==> src/sv/fsfr_pkg.sv <==
// Package for the flow sensor frame receiver: parser states, frame constants,
// the queue entry type and the CRC8 byte update. No dependencies.
package fsfr_pkg;

   localparam logic [7:0] HDR_FIRST = 8'hFA;
   localparam logic [7:0] HDR_SECOND = 8'hAA;
   localparam logic [7:0] CRC_POLY = 8'hD5;
   localparam int DATA_LEN = 14;
   localparam int BODY_LEN = DATA_LEN + 1;
   localparam int QUEUE_DEPTH = 2;

   typedef enum logic [1:0] {
      ST_WAIT1 = 2'd0,
      ST_WAIT2 = 2'd1,
      ST_BODY  = 2'd2
   } sync_state_type;

   typedef struct packed {
      logic                          is_clear;
      logic                          crc_ok;
      logic [DATA_LEN-1:0][7:0]      bytes;
   } entry_type;

   typedef struct packed {
      logic      valid;
      entry_type entry;
   } push_type;

   function automatic logic [7:0] crc_byte(input logic [7:0] crc, input logic [7:0] b);
      logic [7:0] v;
      v = crc ^ b;
      for (int i = 0; i < 8; i++) begin
         if (v[7]) begin
            v = {v[6:0], 1'b0} ^ CRC_POLY;
         end else begin
            v = {v[6:0], 1'b0};
         end
      end
      return v;
   endfunction

endpackage

==> src/sv/flow_sensor_frame_receiver.sv <==
// Top level of the flow sensor frame receiver: front end, entry queue, back end.
// Depends on fsfr_pkg, fsfr_front, fsfr_queue and fsfr_back.

// The receiver takes one serial byte per cycle and hunts for 17-byte frames
// that open with 0xFA 0xAA, checking CRC8 (polynomial 0xD5, init 0) over the
// fourteen data bytes against the last byte. A clear command (tuser high)
// resets the lost-frame total and sequence history without moving the parser.
// Each completed frame gives one result transaction, through the entry queue
// and the result register, with frame_ok in tuser; a failed frame carries
// zero data fields and the unchanged lost total. Input is held off only while
// the entry queue between the parser and the result register is full, which
// happens only when the result side stalls, else one byte goes in per cycle.
module flow_sensor_frame_receiver #(
   parameter int QUEUE_DEPTH = fsfr_pkg::QUEUE_DEPTH
) (
   input  logic         clock,
   input  logic         reset,
   input  logic         req_tvalid,
   output logic         req_tready,
   input  logic [7:0]   req_tdata,  // [7:0] data_byte
   input  logic         req_tuser,  // [0] cmd
   output logic         rsp_tvalid,
   input  logic         rsp_tready,
   // [15:0] flow_x, [31:16] flow_y, [47:32] rotation, [71:48] height,
   // [79:72] quality, [87:80] lux, [95:88] dt_flow, [103:96] height_period,
   // [111:104] sequence_res, [119:112] lost_in_frame, [151:120] lost_total
   output logic [151:0] rsp_tdata,
   output logic         rsp_tuser   // [0] frame_ok
);

   fsfr_pkg::push_type push;
   fsfr_pkg::entry_type pop_entry;
   logic full, pop_valid, pop_ready;

   assign req_tready = !full;

   fsfr_front u_front (
      .clock     (clock),
      .reset     (reset),
      .accept    (req_tvalid && req_tready),
      .cmd       (req_tuser),
      .data_byte (req_tdata),
      .push      (push)
   );

   fsfr_queue #(
      .DEPTH (QUEUE_DEPTH)
   ) u_queue (
      .clock     (clock),
      .reset     (reset),
      .push      (push),
      .full      (full),
      .pop_valid (pop_valid),
      .pop_ready (pop_ready),
      .pop_entry (pop_entry)
   );

   fsfr_back u_back (
      .clock      (clock),
      .reset      (reset),
      .pop_valid  (pop_valid),
      .pop_ready  (pop_ready),
      .pop_entry  (pop_entry),
      .rsp_tvalid (rsp_tvalid),
      .rsp_tready (rsp_tready),
      .rsp_tdata  (rsp_tdata),
      .rsp_tuser  (rsp_tuser)
   );

endmodule

==> src/sv/fsfr_front.sv <==
// Front end of the frame receiver: header sync, body collection and running CRC.
// Pushes one entry per clear command or completed frame. Depends on fsfr_pkg.
module fsfr_front (
   input  logic               clock,
   input  logic               reset,
   input  logic               accept,
   input  logic               cmd,
   input  logic [7:0]         data_byte,
   output fsfr_pkg::push_type push
);

   localparam int CNT_W = $clog2(fsfr_pkg::BODY_LEN);
   localparam logic [CNT_W-1:0] LAST_CNT = CNT_W'(fsfr_pkg::BODY_LEN - 1);

   fsfr_pkg::sync_state_type state_ff, state_in;
   logic [CNT_W-1:0] count_ff, count_in;
   logic [7:0] crc_ff, crc_in;
   logic [fsfr_pkg::DATA_LEN-1:0][7:0] bytes_ff, bytes_in;

   always_comb begin
      state_in = state_ff;
      if (accept && !cmd) begin
         unique case (state_ff)
            fsfr_pkg::ST_WAIT1: begin
               if (data_byte == fsfr_pkg::HDR_FIRST) state_in = fsfr_pkg::ST_WAIT2;
            end
            fsfr_pkg::ST_WAIT2: begin
               if (data_byte == fsfr_pkg::HDR_SECOND) begin
                  state_in = fsfr_pkg::ST_BODY;
               end else if (data_byte != fsfr_pkg::HDR_FIRST) begin
                  state_in = fsfr_pkg::ST_WAIT1;
               end
            end
            fsfr_pkg::ST_BODY: begin
               if (count_ff == LAST_CNT) state_in = fsfr_pkg::ST_WAIT1;
            end
            default: state_in = fsfr_pkg::ST_WAIT1;
         endcase
      end
   end

   always_comb begin
      count_in = count_ff;
      crc_in = crc_ff;
      bytes_in = bytes_ff;
      push.valid = 1'b0;
      push.entry.is_clear = cmd;
      push.entry.crc_ok = (crc_ff == data_byte);
      push.entry.bytes = bytes_ff;
      if (accept) begin
         if (cmd) begin
            push.valid = 1'b1;
         end else begin
            unique case (state_ff)
               fsfr_pkg::ST_WAIT1: ;
               fsfr_pkg::ST_WAIT2: begin
                  count_in = '0;
                  crc_in = '0;
               end
               fsfr_pkg::ST_BODY: begin
                  if (count_ff == LAST_CNT) begin
                     push.valid = 1'b1;
                     count_in = '0;
                  end else begin
                     bytes_in = {data_byte, bytes_ff[fsfr_pkg::DATA_LEN-1:1]};
                     crc_in = fsfr_pkg::crc_byte(crc_ff, data_byte);
                     count_in = count_ff + 1'b1;
                  end
               end
               default: count_in = '0;
            endcase
         end
      end
   end

   always_ff @(posedge clock) begin
      if (reset) begin
         state_ff <= fsfr_pkg::ST_WAIT1;
         count_ff <= '0;
         crc_ff <= '0;
      end else begin
         state_ff <= state_in;
         count_ff <= count_in;
         crc_ff <= crc_in;
      end
      bytes_ff <= bytes_in;
   end

endmodule

==> src/sv/fsfr_queue.sv <==
// Short first-in first-out queue of parsed entries between front and back end.
// Depends on fsfr_pkg for the entry type.
module fsfr_queue #(
   parameter int DEPTH = fsfr_pkg::QUEUE_DEPTH
) (
   input  logic                clock,
   input  logic                reset,
   input  fsfr_pkg::push_type  push,
   output logic                full,
   output logic                pop_valid,
   input  logic                pop_ready,
   output fsfr_pkg::entry_type pop_entry
);

   localparam int PTR_W = (DEPTH > 1) ? $clog2(DEPTH) : 1;
   localparam int CNT_W = $clog2(DEPTH + 1);
   localparam logic [PTR_W-1:0] LAST_PTR = PTR_W'(DEPTH - 1);

   fsfr_pkg::entry_type slots_ff [DEPTH];
   logic [PTR_W-1:0] wr_ptr_ff, wr_ptr_in, rd_ptr_ff, rd_ptr_in;
   logic [CNT_W-1:0] count_ff, count_in;
   logic do_pop;

   assign full = (count_ff == CNT_W'(DEPTH));
   assign pop_valid = (count_ff != '0);
   assign pop_entry = slots_ff[rd_ptr_ff];
   assign do_pop = pop_valid && pop_ready;

   always_comb begin
      wr_ptr_in = wr_ptr_ff;
      rd_ptr_in = rd_ptr_ff;
      count_in = count_ff;
      if (push.valid) begin
         wr_ptr_in = (wr_ptr_ff == LAST_PTR) ? '0 : wr_ptr_ff + 1'b1;
      end
      if (do_pop) begin
         rd_ptr_in = (rd_ptr_ff == LAST_PTR) ? '0 : rd_ptr_ff + 1'b1;
      end
      if (push.valid && !do_pop) begin
         count_in = count_ff + 1'b1;
      end else if (do_pop && !push.valid) begin
         count_in = count_ff - 1'b1;
      end
   end

   always_ff @(posedge clock) begin
      if (reset) begin
         wr_ptr_ff <= '0;
         rd_ptr_ff <= '0;
         count_ff <= '0;
      end else begin
         wr_ptr_ff <= wr_ptr_in;
         rd_ptr_ff <= rd_ptr_in;
         count_ff <= count_in;
      end
      if (push.valid) slots_ff[wr_ptr_ff] <= push.entry;
   end

endmodule

==> src/sv/fsfr_back.sv <==
// Back end of the frame receiver: sequence gap tracking, lost frame total and
// the result output register. Depends on fsfr_pkg.
module fsfr_back (
   input  logic                clock,
   input  logic                reset,
   input  logic                pop_valid,
   output logic                pop_ready,
   input  fsfr_pkg::entry_type pop_entry,
   output logic                rsp_tvalid,
   input  logic                rsp_tready,
   output logic [151:0]        rsp_tdata,
   output logic                rsp_tuser
);

   logic out_valid_ff, out_valid_in;
   logic [151:0] out_data_ff, out_data_in;
   logic out_ok_ff, out_ok_in;
   logic [7:0] last_seq_ff, last_seq_in;
   logic seq_valid_ff, seq_valid_in;
   logic [31:0] total_ff, total_in;
   logic [7:0] seq, lost;
   logic [31:0] new_total;
   logic take;
   logic [fsfr_pkg::DATA_LEN-1:0][7:0] b;

   assign b = pop_entry.bytes;
   assign seq = b[13];
   assign lost = seq_valid_ff ? (seq - (last_seq_ff + 8'd1)) : 8'd0;
   assign new_total = total_ff + {24'd0, lost};
   assign pop_ready = pop_entry.is_clear || !out_valid_ff || rsp_tready;
   assign take = pop_valid && pop_ready;

   always_comb begin
      out_valid_in = out_valid_ff && !rsp_tready;
      out_data_in = out_data_ff;
      out_ok_in = out_ok_ff;
      last_seq_in = last_seq_ff;
      seq_valid_in = seq_valid_ff;
      total_in = total_ff;
      if (take) begin
         if (pop_entry.is_clear) begin
            total_in = '0;
            last_seq_in = 8'hFF;
            seq_valid_in = 1'b0;
         end else if (pop_entry.crc_ok) begin
            out_valid_in = 1'b1;
            out_ok_in = 1'b1;
            out_data_in = {new_total, lost, seq, b[12], b[11], b[10], b[9],
                           b[6], b[7], b[8], b[4], b[5], b[2], b[3], b[0], b[1]};
            total_in = new_total;
            last_seq_in = seq;
            seq_valid_in = 1'b1;
         end else begin
            out_valid_in = 1'b1;
            out_ok_in = 1'b0;
            out_data_in = {total_ff, 120'd0};
         end
      end
   end

   always_ff @(posedge clock) begin
      if (reset) begin
         out_valid_ff <= 1'b0;
         last_seq_ff <= 8'hFF;
         seq_valid_ff <= 1'b0;
         total_ff <= '0;
      end else begin
         out_valid_ff <= out_valid_in;
         last_seq_ff <= last_seq_in;
         seq_valid_ff <= seq_valid_in;
         total_ff <= total_in;
      end
      out_data_ff <= out_data_in;
      out_ok_ff <= out_ok_in;
   end

   assign rsp_tvalid = out_valid_ff;
   assign rsp_tdata = out_data_ff;
   assign rsp_tuser = out_ok_ff;

endmodule

==> config.mk <==
export PLATFORM = sky130hd
export DESIGN_NAME = flow_sensor_frame_receiver
export DESIGN_NICKNAME = d
export VERILOG_FILES = /design/src/sv/fsfr_pkg.sv /design/src/sv/flow_sensor_frame_receiver.sv /design/src/sv/fsfr_front.sv /design/src/sv/fsfr_queue.sv /design/src/sv/fsfr_back.sv
export SDC_FILE = /design/constraint.sdc
export NUM_CORES = 1
export LEC_CHECK = 0
export ABC_CLOCK_PERIOD_IN_PS = 14950
export BUFFER_PORTS_ARGS = -buffer_cell sky130_fd_sc_hd__buf_2
export CAP_MARGIN = 20
export CORE_MARGIN = 1.5
export CORE_UTILIZATION = 63
export CTS_CLUSTER_DIAMETER = 150
export DETAILED_ROUTE_END_ITERATION = 16
export PLACE_DENSITY = 0.92
export SYNTH_ARGS = -nofsm -noshare
export SYNTH_HDL_FRONTEND = slang
export SYNTH_SLANG_ARGS = --single-unit
==> constraint.sdc <==
create_clock -name clock -period 14.95 [get_ports clock]
set_input_delay 2.2425 -clock clock [delete_from_list [all_inputs] [get_ports clock]]
set_output_delay 2.2425 -clock clock [all_outputs]
set_load 0.03 [all_outputs]
# Word-level counts from Yosys, hierarchy flattened
# Memories as Yosys holds them, arrays and structs flattened. A register that Yosys moved wholly into a read port is not among the register bits.
# Cells that the tools add are included.
[classes]
n_addsub = 8
n_bitwise = 13
n_mux = 68
n_eq_ne = 12
reduce_logical = 25
[op_table]
columns = ["cell", "count"]
rows = [
  ["8-bit two-way mux", 40],
  ["152-bit two-way mux", 1],
  ["32-bit two-way mux", 2],
  ["5-bit NOT", 8],
  ["32-bit by 8-bit adder with 32-bit output", 1],
  ["8-bit == test, second input constant", 2],
  ["8-bit one-hot mux with 2 select lines", 1],
  ["1-bit two-way mux", 15],
  ["2-bit two-way mux", 6],
  ["4-bit AND reduction", 3],
  ["8-bit by 1-bit adder with 8-bit output, second input constant", 1],
  ["8-bit == test", 1],
  ["8-bit != test, second input constant", 1],
  ["4-bit one-hot mux with 2 select lines", 1],
  ["2-bit nonzero test", 4],
  ["8-bit subtractor", 1],
  ["8-bit bitwise XOR", 1],
  ["1-bit logical AND", 6],
  ["1-bit logical NOT", 6],
  ["2-bit one-hot mux with 3 select lines", 1],
  ["4-bit by 1-bit adder with 4-bit output, second input constant", 1],
  ["2-bit == test, second input constant", 2],
  ["4-bit == test, second input constant", 1],
  ["4-bit two-way mux", 1],
  ["other kinds (12)", 19],
]
[word_totals]
in_bits = 13
mem_count = 1
out_inout_bits = 155
ram_bits = 228
reg_bits = 325
[mem_list]
columns = ["memory", "words", "word_bits", "read_ports", "rd_clocked_by_memory_dff", "wr", "line_no", "text"]
rows = [
  ["u_queue.slots_ff", 2, 114, 1, 1, 1, "fsfr_queue.sv:19", "fsfr_pkg::entry_type slots_ff [DEPTH];"],
]

# Depth between registers and ports, before layout
[depth]
depth_word = 47
mapped_depth = 20
ltp_nobuf = 17

# Hierarchy
# From an unflattened synthesis, not the netlist that was laid out.
[hier_totals]
cells_unflattened = 1272
hier_area_um2 = 21523.1
[by_module_without_submodules]
columns = ["module", "n_inst", "seq_area_each_um2", "cells_each", "area_per_inst_um2"]
rows = [
  ["fsfr_queue", 1, 6946.7, 377, 8683.3],
  ["fsfr_back", 1, 5435.2, 679, 8526.9],
  ["fsfr_front", 1, 3643.5, 214, 4302.9],
  ["flow_sensor_frame_receiver", 1, 0.0, 2, 10.0],
]

# Least setup slack after synthesis
# Ideal clock, no wire load.
[synth_path]
path_type = "input -> register"
start = "input port req_tvalid"
end = "memory u_queue.slots_ff[0][0] in the netlist's numbering, enable pin"
setup_ns = 0.726
arrival_time_ns = 10.110
stages = 2
slack_ns = 4.114
cell_sequence = "nand2_1 nor3_1"
[synth_via]
elab_chain_len = 4
[synth_lines]
columns = ["item", "line_no", "text"]
rows = [
  ["from (decl)", "flow_sensor_frame_receiver.sv:18", "input logic req_tvalid,"],
  ["1-bit logical AND", "flow_sensor_frame_receiver.sv:40", ".accept (req_tvalid && req_tready),"],
  ["1-bit two-way mux", "fsfr_front.sv:50", "if (accept) begin"],
  ["1-bit two-way mux", "fsfr_queue.sv:56", "if (push.valid) slots_ff[wr_ptr_ff] <= push.entry;"],
  ["1-bit two-way mux (implied by the code)", "fsfr_queue.sv:56", ""],
  ["to (decl)", "fsfr_queue.sv:19", ""],
]
# Every way passes these cells.

==> report_table.html <==
<table>
<tr><th>Metric</th><th>Value</th></tr>
<tr><th colspan="2">Clocking</th></tr>
<tr><td>Clock sink count</td><td>554</td></tr>
<tr><td>H-tree level count</td><td>2</td></tr>
<tr><td>Skew-Pair Late Insertion Delay</td><td>560 ps</td></tr>
<tr><td>Clock-pin slew reported for the worst setup and hold paths after clock tree synthesis</td><td>60 ps</td></tr>
<tr><td>TritonCTS clock tree</td><td>done</td></tr>
<tr><td>Total clock buffers created by CTS</td><td>52</td></tr>
<tr><td># resized after CTS</td><td>0</td></tr>
<tr><td># Post-CTS Setup Buffers</td><td>0</td></tr>
<tr><td>CTS Buffer Depth</td><td>3</td></tr>
<tr><td>Cell chosen for the clock root</td><td>sky130_fd_sc_hd__clkbuf_16</td></tr>
<tr><td>Number of hold buffers added after CTS</td><td>0</td></tr>
<tr><th colspan="2">Finish</th></tr>
<tr><td>Number of inserted diodes</td><td>0</td></tr>
<tr><td>Multi-input gate area</td><td>4390 sq um</td></tr>
<tr><td>Area grow syn2layout</td><td>15.0%</td></tr>
<tr><td>Commonest cells after routing, fill and taps aside</td><td>493 x sky130_fd_sc_hd__edfxtp_1, 167 x sky130_fd_sc_hd__buf_2, 157 x sky130_fd_sc_hd__nor2_1</td></tr>
<tr><td>Leading cell type in the layout, fill and taps excluded</td><td>sky130_fd_sc_hd__edfxtp_1</td></tr>
<tr><td>Share of post-route cells with drive strength above 1</td><td>19.0%</td></tr>
<tr><td>Area taken by flip-flops and latches</td><td>16000 sq um</td></tr>
<tr><td>Net count of the finished layout</td><td>1496</td></tr>
<tr><td>Number of inserted filler cells in the final layout</td><td>1797</td></tr>
<tr><th colspan="2">Detailed routing</th></tr>
<tr><td>Routed wire length</td><td>41.1 mm</td></tr>
<tr><td>Detailed Routing Iterations Pass 1</td><td>6</td></tr>
<tr><td>Final antenna-violating net count</td><td>0</td></tr>
<tr><td>Post-DR vias/cell</td><td>5.88</td></tr>
<tr><td>Via total after detailed routing</td><td>11.4k</td></tr>
<tr><td>Remaining DRCs</td><td>0</td></tr>
<tr><td>WL per Instance</td><td>21.2 microns</td></tr>
<tr><td>Initial detailed-routing violation count</td><td>1173</td></tr>
<tr><th colspan="2">Power</th></tr>
<tr><td>Cell-internal power</td><td>2.94 mW</td></tr>
<tr><td>Power Dens Cells</td><td>174 nW/um^2</td></tr>
<tr><td>Sequential share of power</td><td>47.7%</td></tr>
<tr><td>Sw Share</td><td>28.8%</td></tr>
<tr><td>Power after layout</td><td>4.13 mW</td></tr>
<tr><td>Power share of the clock group</td><td>33.5%</td></tr>
<tr><td>Worst IR drop on VDD</td><td>0.115 mV</td></tr>
<tr><td>Leakage</td><td>8.43 nW</td></tr>
<tr><td>Net load switching power</td><td>1.19 mW</td></tr>
<tr><td>Combinational cell fraction of total power</td><td>18.8%</td></tr>
<tr><th colspan="2">Logic synthesis</th></tr>
<tr><td>Number of flops mapped to enable cells by yosys</td><td>493</td></tr>
<tr><td>Sequential share of the synthesized area</td><td>77.4%</td></tr>
<tr><td>Number of synthesized register bits</td><td>554</td></tr>
<tr><td>Number of standard cells after synthesis</td><td>1277</td></tr>
<tr><td>Number of distinct library cells after synthesis</td><td>63</td></tr>
<tr><td>Synthesized cell area</td><td>20700 sq um</td></tr>
<tr><td>Syn_nets</td><td>1311</td></tr>
<tr><td>Async S/R FF share, synth</td><td>0%</td></tr>
<tr><td>Commonest register cell after synthesis</td><td>sky130_fd_sc_hd__edfxtp_1</td></tr>
<tr><td>Area share of the largest cell type after synthesis</td><td>71.5%</td></tr>
<tr><td>Count of warnings emitted by yosys</td><td>0</td></tr>
<tr><td>Cell types with the largest area share after synthesis</td><td>sky130_fd_sc_hd__edfxtp_1 72%, sky130_fd_sc_hd__dfxtp_1 5.9%, sky130_fd_sc_hd__mux2i_1 5.3%</td></tr>
<tr><td>Mean area per synthesized cell</td><td>16.2 sq um</td></tr>
<tr><td>Largest area contributor in the synthesized netlist</td><td>sky130_fd_sc_hd__edfxtp_1</td></tr>
<tr><th colspan="2">Worst setup path</th></tr>
<tr><td>CP required</td><td>15240 ps</td></tr>
<tr><td>Type of element capturing the critical path</td><td>register</td></tr>
<tr><td>Destination of the critical timing path</td><td>u_back.rsp_tdata[134]</td></tr>
<tr><td>Worst Path Arrival</td><td>5880 ps</td></tr>
<tr><td>Type of element launching the critical path</td><td>register</td></tr>
<tr><td>Cell depth of the worst flop-to-flop path</td><td>18</td></tr>
<tr><td>Reg-to-reg critical path endpoint</td><td>u_back.rsp_tdata[134]</td></tr>
<tr><td>Type of the setup path with the least slack</td><td>register to register</td></tr>
<tr><td>Register-to-register path setup slack</td><td>9350 ps</td></tr>
<tr><td>Largest driver fanout on the critical path</td><td>44</td></tr>
<tr><th colspan="2">Floorplanning</th></tr>
<tr><td>Die Span Y</td><td>184 microns</td></tr>
<tr><td>Die Area</td><td>33900 sq um</td></tr>
<tr><td>Placeable core region</td><td>32500 sq um</td></tr>
<tr><td>Initial Util</td><td>63.8%</td></tr>
<tr><td>Die span in x</td><td>184 microns</td></tr>
<tr><td>Number of core rows</td><td>66</td></tr>
<tr><td>Top-level I/O count</td><td>168</td></tr>
<tr><th colspan="2">Timing</th></tr>
<tr><td>Final hold vios</td><td>0</td></tr>
<tr><td>Final-report setup violation count</td><td>0</td></tr>
<tr><td>Final period utilization</td><td>37.4%</td></tr>
<tr><td>Setup clock skew after layout</td><td>12.7 ps</td></tr>
<tr><td>Highest clock rate</td><td>179 MHz</td></tr>
<tr><td>Number of max-slew violations in the final report</td><td>0</td></tr>
<tr><td>Setup repair after global routing missed its margin</td><td>false</td></tr>
<tr><td>Fin Hold WS</td><td>446 ps</td></tr>
<tr><td>Post-layout min period</td><td>5600 ps</td></tr>
<tr><td>Slew at the pin closest to its max-slew limit</td><td>1080 ps</td></tr>
<tr><td>Remaining max-slew budget at the tightest pin</td><td>28.2%</td></tr>
<tr><td>Summed negative setup slack over all endpoints</td><td>0 ps</td></tr>
<tr><th colspan="2">Outcome</th></tr>
<tr><td>Run status</td><td>finished, final reports clean</td></tr>
<tr><th colspan="2">Global routing</th></tr>
<tr><td>Remaining Overflow, GRT</td><td>0</td></tr>
<tr><td>Overall global routing resource usage</td><td>24.6%</td></tr>
<tr><td>Wire length of the first global-routing pass</td><td>62.7 mm</td></tr>
<tr><td>Antenna violations before repair</td><td>0</td></tr>
<tr><td>Number of global-route vias before repair</td><td>11.4k</td></tr>
<tr><td>Largest net degree at the start of global routing</td><td>85</td></tr>
<tr><th colspan="2">Flow run</th></tr>
<tr><td>Max-capacitance violation count</td><td>0</td></tr>
<tr><th colspan="2">Place</th></tr>
<tr><td>Weighted congestion reported at the end of routability-driven placement</td><td>0.901</td></tr>
<tr><td>Hpwl dp</td><td>24.6 mm</td></tr>
<tr><td>IO buf count</td><td>167</td></tr>
<tr><th colspan="2">Min path</th></tr>
<tr><td>Hold path start</td><td>u_front.push[1]</td></tr>
<tr><td>Min-Delay Path Class</td><td>register to register</td></tr>
</table>
[cell families after synthesis]
kind of cell / Yosys count / share of synthesized area [%]
flops: 554 / 77.4
simple gates: 321 / 7.29
compound gates: 132 / 4.10
xor+xnor: 59 / 2.57
fa+ha+maj: 21 / 1.34
buf+inv: 72 / 1.43
mux: 118 / 5.83
[metal layers]
metal	global-route usage (%)	vias to the layer above	routed length (microns)
li1	-	5130	-
met1	30.0	5634	15100
met2	43.7	555	21500
met3	4.07	112	2930
met4	9.87	0	1520
met5	0	-	0
[critical path, stage by stage, from the launching register on]
cell	delay, ps
sky130_fd_sc_hd__dfxtp_4	620
sky130_fd_sc_hd__buf_4	710
sky130_fd_sc_hd__mux2_2	450
sky130_fd_sc_hd__ha_1	230
sky130_fd_sc_hd__inv_1	70
sky130_fd_sc_hd__fa_1	210
sky130_fd_sc_hd__nor2b_1	60
sky130_fd_sc_hd__o21ai_0	230
sky130_fd_sc_hd__a21boi_0	150
sky130_fd_sc_hd__o21ai_0	210
sky130_fd_sc_hd__nor2b_1	220
sky130_fd_sc_hd__mux2i_1	230
sky130_fd_sc_hd__ha_1	320
sky130_fd_sc_hd__o21a_1	150
sky130_fd_sc_hd__o21a_1	200
sky130_fd_sc_hd__o41a_1	180
sky130_fd_sc_hd__o21ai_2	660
sky130_fd_sc_hd__nor2_1	170
sky130_fd_sc_hd__xor2_1	210
[sequential cells by signal (all words and copies together), names as in the netlist, named ones only]
register             count
u_front.crc_ff           8
u_front.state_ff         2
u_queue.count_ff         2
u_back.rsp_tuser         1
u_back.rsp_tvalid        1
u_queue.wr_ptr_ff        1
u_queue.slots_ff       228
u_queue.rd_ptr_ff        1
u_back.last_seq_ff       8
u_back.seq_valid_ff      1
u_back.rsp_tdata       152
u_front.push           112
u_back.total_ff         32
u_front.count_ff         4
[area by class of cell]
type | instances | share of cell area [%]
timing repair buffer | 179 | 3.89
tap | 442 | 2.32
clock buffer | 66 | 5.86
clock inverter | 28 | 1.71
sequential | 554 | 67.4
inverter | 24 | 0.389
multi-input combinational | 651 | 18.4
[through the flow]
stage          instances  setup slack, ps  instance area, sq um  util [%]
2_1_floorplan       1277             4110                 20700         -
3_3_place_gp        1848             9720                 22000      67.7
3_5_place_dp        1848             9500                 22000      67.7
4_1_cts             1942             9420                 23800      73.3
5_1_grt             1944             9060                 23800      73.3
6_report            1944             9350                 23800      73.3
[how the worst min path moves through the flow]
stage	to	slack [ps]	cells past startpoint
final	u_queue.slots_ff[1][1]	450	0
after detailed placement	u_queue.slots_ff[1][1]	430	0
after global placement	u_queue.slots_ff[0][2]	420	0
after global routing	u_queue.slots_ff[1][1]	450	0
after CTS	u_queue.slots_ff[1][1]	450	0
after floorplan	u_queue.slots_ff[0][0]	420	0
[power by group through the flow]
stage,sequential [mW],clock (mW),combinational [mW]
after global routing,1.98,1.46,0.823
after detailed placement,2.00,0,0.769
after floorplan,2.24,0,0.327
after global placement,1.99,0,0.752
after CTS,1.97,1.40,0.779
final,1.97,1.38,0.777
[Yosys cell counts (all sizes together) (4+ instances only)]
master  number
a21oi       24
a22o         6
a22oi        4
a31oi       12
a41oi        4
and2        17
and3        10
buf         20
clkbuf      28
dfxtp       61
edfxtp     493
ha          19
inv         24
mux2         7
mux2i      111
nand2       48
nand2b      16
nand3       23
nand3b       5
nor2       160
nor2b        5
nor3        15
o211ai       9
o21a         4
o21ai       37
o22ai        9
o31ai        7
or2          6
or4          4
xnor2       31
xor2        28
Note: power is estimated with default switching activity, not from simulation.
